<file path="src/rtl/tilt_pkg.sv">
// ----------------------------------------------------------------------------
// tilt_pkg
// Shared constants, types and the arctangent table of the tilt pipeline.
// ----------------------------------------------------------------------------
`default_nettype none

package tilt_pkg;

    // Sample and fixed-point layout.
    localparam int SAMPLE_WIDTH_DEF = 16;
    localparam int FRAC_BITS        = 16;
    localparam int CORDIC_STEPS     = 28;
    localparam int ACC_WIDTH        = 33;

    // Angle to degree conversion: deg = floor(ang * 9000 / (157 * 2^30)).
    localparam logic [33:0] PI_Q30       = 34'd3373259426;
    localparam logic [13:0] DEG_NUM      = 14'd9000;
    localparam int          DEG_SHIFT    = 30;
    localparam logic [7:0]  DEG_MAX      = 8'd180;
    localparam logic [16:0] DEG_CLAMP_T  = 17'd28417;   // 181 * 157

    // Division by 157 as (t * 26716) >> 22, exact for t below 181 * 157.
    localparam logic [14:0] DEG_RECIP       = 15'd26716;
    localparam int          DEG_RECIP_SHIFT = 22;

    // Tens split: floor(deg / 10) == (deg * 205) >> 11 for deg up to 180.
    localparam logic [7:0]  TENS_MUL     = 8'd205;
    localparam int          TENS_SHIFT   = 11;
    localparam logic [6:0]  ASCII_ZERO   = 7'd48;

    // Flag byte fill and danger scaling.
    localparam logic [4:0]  FLAG_FILL    = 5'b11111;
    localparam logic [10:0] DANGER_NUM   = 11'd1521;
    localparam logic [19:0] DANGER_SCALE = 20'd1000000;
    localparam int          LIM_WIDTH    = 36;
    localparam logic [7:0]  LIMIT_RESET  = 8'd15;

    // Data that rides along with each item through the long stages.
    typedef struct packed {
        logic [2:0] flags;     // bit i: axis i non-negative
        logic       danger;
        logic       zero;      // all three axes zero
    } side_t;

    // Arctangent of 2^-i in Q30, truncated.
    function automatic logic [29:0] atan_q30(input int i);
        logic [29:0] v;
        begin
            unique case (i)
                0:  v = 30'h3243F6A8;
                1:  v = 30'h1DAC6705;
                2:  v = 30'h0FADBAFC;
                3:  v = 30'h07F56EA6;
                4:  v = 30'h03FEAB76;
                5:  v = 30'h01FFD55B;
                6:  v = 30'h00FFFAAA;
                7:  v = 30'h007FFF55;
                8:  v = 30'h003FFFEA;
                9:  v = 30'h001FFFFD;
                10: v = 30'h000FFFFF;
                11: v = 30'h0007FFFF;
                12: v = 30'h0003FFFF;
                13: v = 30'h0001FFFF;
                14: v = 30'h0000FFFF;
                15: v = 30'h00007FFF;
                16: v = 30'h00003FFF;
                17: v = 30'h00001FFF;
                18: v = 30'h00000FFF;
                19: v = 30'h000007FF;
                20: v = 30'h000003FF;
                21: v = 30'h000001FF;
                22: v = 30'h000000FF;
                23: v = 30'h0000007F;
                24: v = 30'h0000003F;
                25: v = 30'h0000001F;
                26: v = 30'h0000000F;
                27: v = 30'h00000007;
                default: v = 30'h0;
            endcase
            return v;
        end
    endfunction

endpackage

`default_nettype wire

</file>
<file path="src/rtl/tilt_isqrt.sv">
// ----------------------------------------------------------------------------
// tilt_isqrt
// Pipelined square root of (x^2 + y^2) * 2^32, one result bit per stage.
// ----------------------------------------------------------------------------
`default_nettype none

module tilt_isqrt
    import tilt_pkg::*;
#(
    parameter int SAMPLE_WIDTH = SAMPLE_WIDTH_DEF
)
(
    input  wire logic                             clk,
    input  wire logic                             rst_n,
    input  wire logic                             en,
    input  wire logic                             in_valid,
    input  wire logic [2*SAMPLE_WIDTH-1:0]        in_pl,
    input  wire logic [SAMPLE_WIDTH-1:0]          in_absz,
    input  wire side_t                            in_side,
    output logic                                  out_valid,
    output logic [SAMPLE_WIDTH+FRAC_BITS-1:0]     out_root,
    output logic [SAMPLE_WIDTH-1:0]               out_absz,
    output side_t                                 out_side
);

    localparam int RW  = SAMPLE_WIDTH + FRAC_BITS;
    localparam int RMW = RW + 2;

    logic                   valid_reg [0:RW];
    logic [RMW-1:0]         rem_reg   [0:RW];
    logic [RW-1:0]          root_reg  [0:RW];
    logic [2*SAMPLE_WIDTH-1:0] pl_reg [0:RW];
    logic [SAMPLE_WIDTH-1:0] absz_reg [0:RW];
    side_t                  side_reg  [0:RW];

    // Stage zero is the module input.
    always_comb
    begin
        valid_reg[0] = in_valid;
        rem_reg[0]   = '0;
        root_reg[0]  = '0;
        pl_reg[0]    = in_pl;
        absz_reg[0]  = in_absz;
        side_reg[0]  = in_side;
    end

    for (genvar k = 0; k < RW; k++) begin : g_stage
        logic [1:0]     pair;
        logic [RMW+1:0] cur;
        logic [RMW+1:0] trial;
        logic [RMW-1:0] rem_next;
        logic [RW-1:0]  root_next;

        // Next two radicand bits; the low 32 radicand bits are zero.
        if (k < SAMPLE_WIDTH) begin : g_pair
            assign pair = pl_reg[k][2*SAMPLE_WIDTH-1-2*k -: 2];
        end else begin : g_zero
            assign pair = 2'b00;
        end

        // One restoring root digit.
        always_comb
        begin
            cur   = {rem_reg[k], pair};
            trial = {2'b00, root_reg[k], 2'b01};
            if (cur >= trial)
            begin
                rem_next  = RMW'(cur - trial);
                root_next = {root_reg[k][RW-2:0], 1'b1};
            end
            else
            begin
                rem_next  = RMW'(cur);
                root_next = {root_reg[k][RW-2:0], 1'b0};
            end
        end

        always_ff @(posedge clk or negedge rst_n)
        begin
            if (!rst_n)
                valid_reg[k+1] <= 1'b0;
            else if (en)
                valid_reg[k+1] <= valid_reg[k];
        end

        always_ff @(posedge clk)
        begin
            if (en)
            begin
                rem_reg[k+1]  <= rem_next;
                root_reg[k+1] <= root_next;
                pl_reg[k+1]   <= pl_reg[k];
                absz_reg[k+1] <= absz_reg[k];
                side_reg[k+1] <= side_reg[k];
            end
        end
    end

    assign out_valid = valid_reg[RW];
    assign out_root  = root_reg[RW];
    assign out_absz  = absz_reg[RW];
    assign out_side  = side_reg[RW];

endmodule

`default_nettype wire

</file>
<file path="config.mk">
export PLATFORM = sky130hd
export DESIGN_NAME = tilt_isqrt
export DESIGN_NICKNAME = d
export VERILOG_FILES = /design/src/rtl/tilt_pkg.sv /design/src/rtl/tilt_isqrt.sv
export SDC_FILE = /design/constraint.sdc
export NUM_CORES = 2
export LEC_CHECK = 0
export BUFFER_PORTS_ARGS = -buffer_cell sky130_fd_sc_hd__buf_4
export CORE_ASPECT_RATIO = 1.75
export CORE_UTILIZATION = 50
export DETAILED_ROUTE_END_ITERATION = 10
export HOLD_SLACK_MARGIN = 0.02
export PLACE_DENSITY = 0.73
export SYNTH_ARGS = -nofsm -noshare
export SYNTH_HDL_FRONTEND = slang
export SYNTH_SLANG_ARGS = --single-unit
export TNS_END_PERCENT = 50
</file>
<file path="constraint.sdc">
create_clock -name clk -period 6.7 [get_ports clk]
set_clock_uncertainty 0.05 [all_clocks]
set_input_delay 1.005 -clock clk [delete_from_list [all_inputs] [get_ports clk]]
set_output_delay 1.005 -clock clk [all_outputs]
set_load 0.03 [all_outputs]
</file>
==> flow_summary.ini <==
[run_status]
status = complete, no violations

[global_routing]
antenna_found_initial = 8
met1_usage_pct = 16.7
met3_usage_pct = 3.14
use_met2_pct = 43.9
top_usage_layer = met2
grt_pass1_wl_mm = 377
grt_max_degree = 202
globalRouteTotalUtil_pct = 21.5
grt_pass1_vias = 70400
overflow = 0

[critical_path]
critPathCaptureType = flip-flop
required_ns = 7.26
critPathSlowestCell = o21ai_0
path_cells = ha_1, fa_1, a211oi_1, o21bai_1, o21ai_0, a211oi_1, a311o_1, and4_1, o21ai_4, inv_1, mux2_2
path_buf_inv = 1
cp-start-kind = flip-flop
cpMostUsedCell = a211oi_1
cpPeakStageDelay_ns = 0.57
critPathKind = reg -> reg
cp_top_family = compound AO/OA/AOI/OAI gates
crit_fanout = 22
critPathArrivalTime_ns = 5.36

[routing]
drc = 0
drtAntennaViolNets = 0
viasPerCell = 5.68
dr.first_iter.drc_count = 4096
firstDrtPassIters = 7
wl_per_cell_um = 20.9
vias = 67700
wirelength_mm = 250

[power]
p_leak_nw = 47.0
ir_drop_uv = 314
power_per_cell_area_nw_per_um2 = 336

[logic_synthesis]
syn_area_um2 = 113000
syn_area_per_cell_um2 = 13.2
synth_fp_nets = 9190
yosysWarnings = 0
synthCells = 8584
synth_top_area_share_pct = 64.2
ys_ff_latch = 2446
async_flop_share_pct = 1.31
post-synth-top-area-cell = edfxtp_1
ys_seq_area_share_pct = 64.9
synth-main-ff-cell = edfxtp_1
synth_cell_types = 90
synth_edf_count = 2414
ys_top_cells_by_area = edfxtp_1, ha_1, xnor2_1

[timing]
setup_tns_ns = 0
post-route-period-util_pct = 71.7
clock.fmax_ghz = 0.208
post-route-min-period_ns = 4.80
finalMaxSlewViolations = 0
setup_viol = 0
hold_slack_ns = 0.224
slew_headroom_pct = 5.19
tightest_slew_ns = 1.41
rsz0062_at_grt = false
hold_violations = 0

[place]
io_buffers = 110
dp_hpwl_mm = 183
place_congestion = 1.07

[clock_tree]
htree_levels = 4
cts_root_buf = clkbuf_16
worstSkewPairLatency_ns = 0.90
clk_pin_slew_ns = 0.07
cts_sinks = 2446
numCtsBuffers = 226
cts_tree = built
cts_resized = 0
cts_buffer_depth = 4

[floorplanning]
pin_count = 111
fp.dieW_um = 361
die_area_um2 = 228000
rows = 230
initial_core_util_pct = 50.3
chipHeight_um = 631
core-area_um2 = 224000

[hold_path]
hold_class = in -> reg

[finish]
drive_gt1_share_pct = 8.03
fill_cells = 17800
fin_nets = 9435
largest_reg_flops = 1004
final_common_cell = edfxtp_1
mostFrequentLayoutCells = edfxtp_1, inv_1, nand2_1, a21oi_1, ha_1
area_growth_pct = 10.4

[flow_run]
drv_cap = 0
[through the flow]
stage	util [%]	area [µm²]	total power [mW]	instances	worst slack (ns)
after floorplan	-	113000	26.4	8584	2.84
after global placement	52.4	118000	29.1	11500	1.91
after detailed placement	52.4	118000	29.4	11500	1.87
after CTS	55.6	125000	42.1	11900	1.84
after global routing	55.6	125000	43.7	11900	1.71
final	55.6	125000	41.9	11900	1.90
[cell type report]
cell class	count	area (µm²)	share of cell area [%]
timing repair buffer	185	1610	1.29
inverter	683	2560	2.05
clock inverter	142	1280	1.03
clock buffer	268	5860	4.70
multi-input combinational	5287	36500	29.2
antenna	17	42.5	0.0341
tap	2900	3630	2.91
sequential	2446	73300	58.7
[cells in the mapped netlist, types with 115 or more instances]
cell type and instances:
clkbuf_1 128, mux2_2 129, nand2_1 569, xor2_1 374
nor3_1 201, nor4_1 115, ha_1 534, inv_1 681
o21ai_0 444, nand3_1 150, xnor2_1 416, nor2_1 500
a21oi_1 539, a21o_1 189, edfxtp_1 2414
[report_power, final]
part	switching (mW)	internal (mW)	leakage, nW
combinational	5.20	3.51	20.1
clock	5.60	7.02	3.47
sequential	1.31	19.3	23.4
[kinds of logic (layout without fill, tap and decap cells)]
kind of cell | after synthesis | in the layout | synth area share [%]
adders and majority gates | 549 | 549 | 6.18
other | 1 | 18 | 0.00332
DFF | 2446 | 2446 | 64.9
xor gates and xnor gates | 790 | 790 | 6.12
and+or+nand+nor | 2104 | 2104 | 9.22
buffers and inverters | 851 | 1278 | 2.91
muxes | 135 | 135 | 1.34
AOI/OAI and AO/OA | 1708 | 1708 | 9.35
[repair_timing]
| action | 4_1_cts | 5_1_grt |
|---|---|---|
| hold endpoints to repair | 32 | 0 |
| setup endpoints to repair | 0 | 0 |
| hold buffers | 1 | 0 |
| setup buffers | 0 | 0 |
[per-layer routing]
layer	vias to the layer above	routed length, µm
met5	-	0
met4	0	24900
met3	909	9200
met2	1771	143000
met1	32800	72400
li1	32200	-
[final timing paths]
| kind | from | end | slack [ns] | depth (start not counted) |
|---|---|---|---|---|
| worst max-delay path | g_stage[27].cur[2] | g_stage[28].cur[4] | 1.90 | 11 |
| worst min-delay path | in_pl[8] | pl_reg[1000] | 0.22 | 1 |
| worst max register to register | g_stage[27].cur[2] | g_stage[28].cur[4] | 1.90 | 11 |
| worst min register to register | side_reg[107] | side_reg[102] | 0.30 | 0 |
| max in group asynchronous | rst_n | valid_reg[11] | 5.71 | 2 |
| min in group asynchronous | rst_n | out_valid | 0.60 | 2 |
Note: power is estimated with default switching activity, not from simulation.
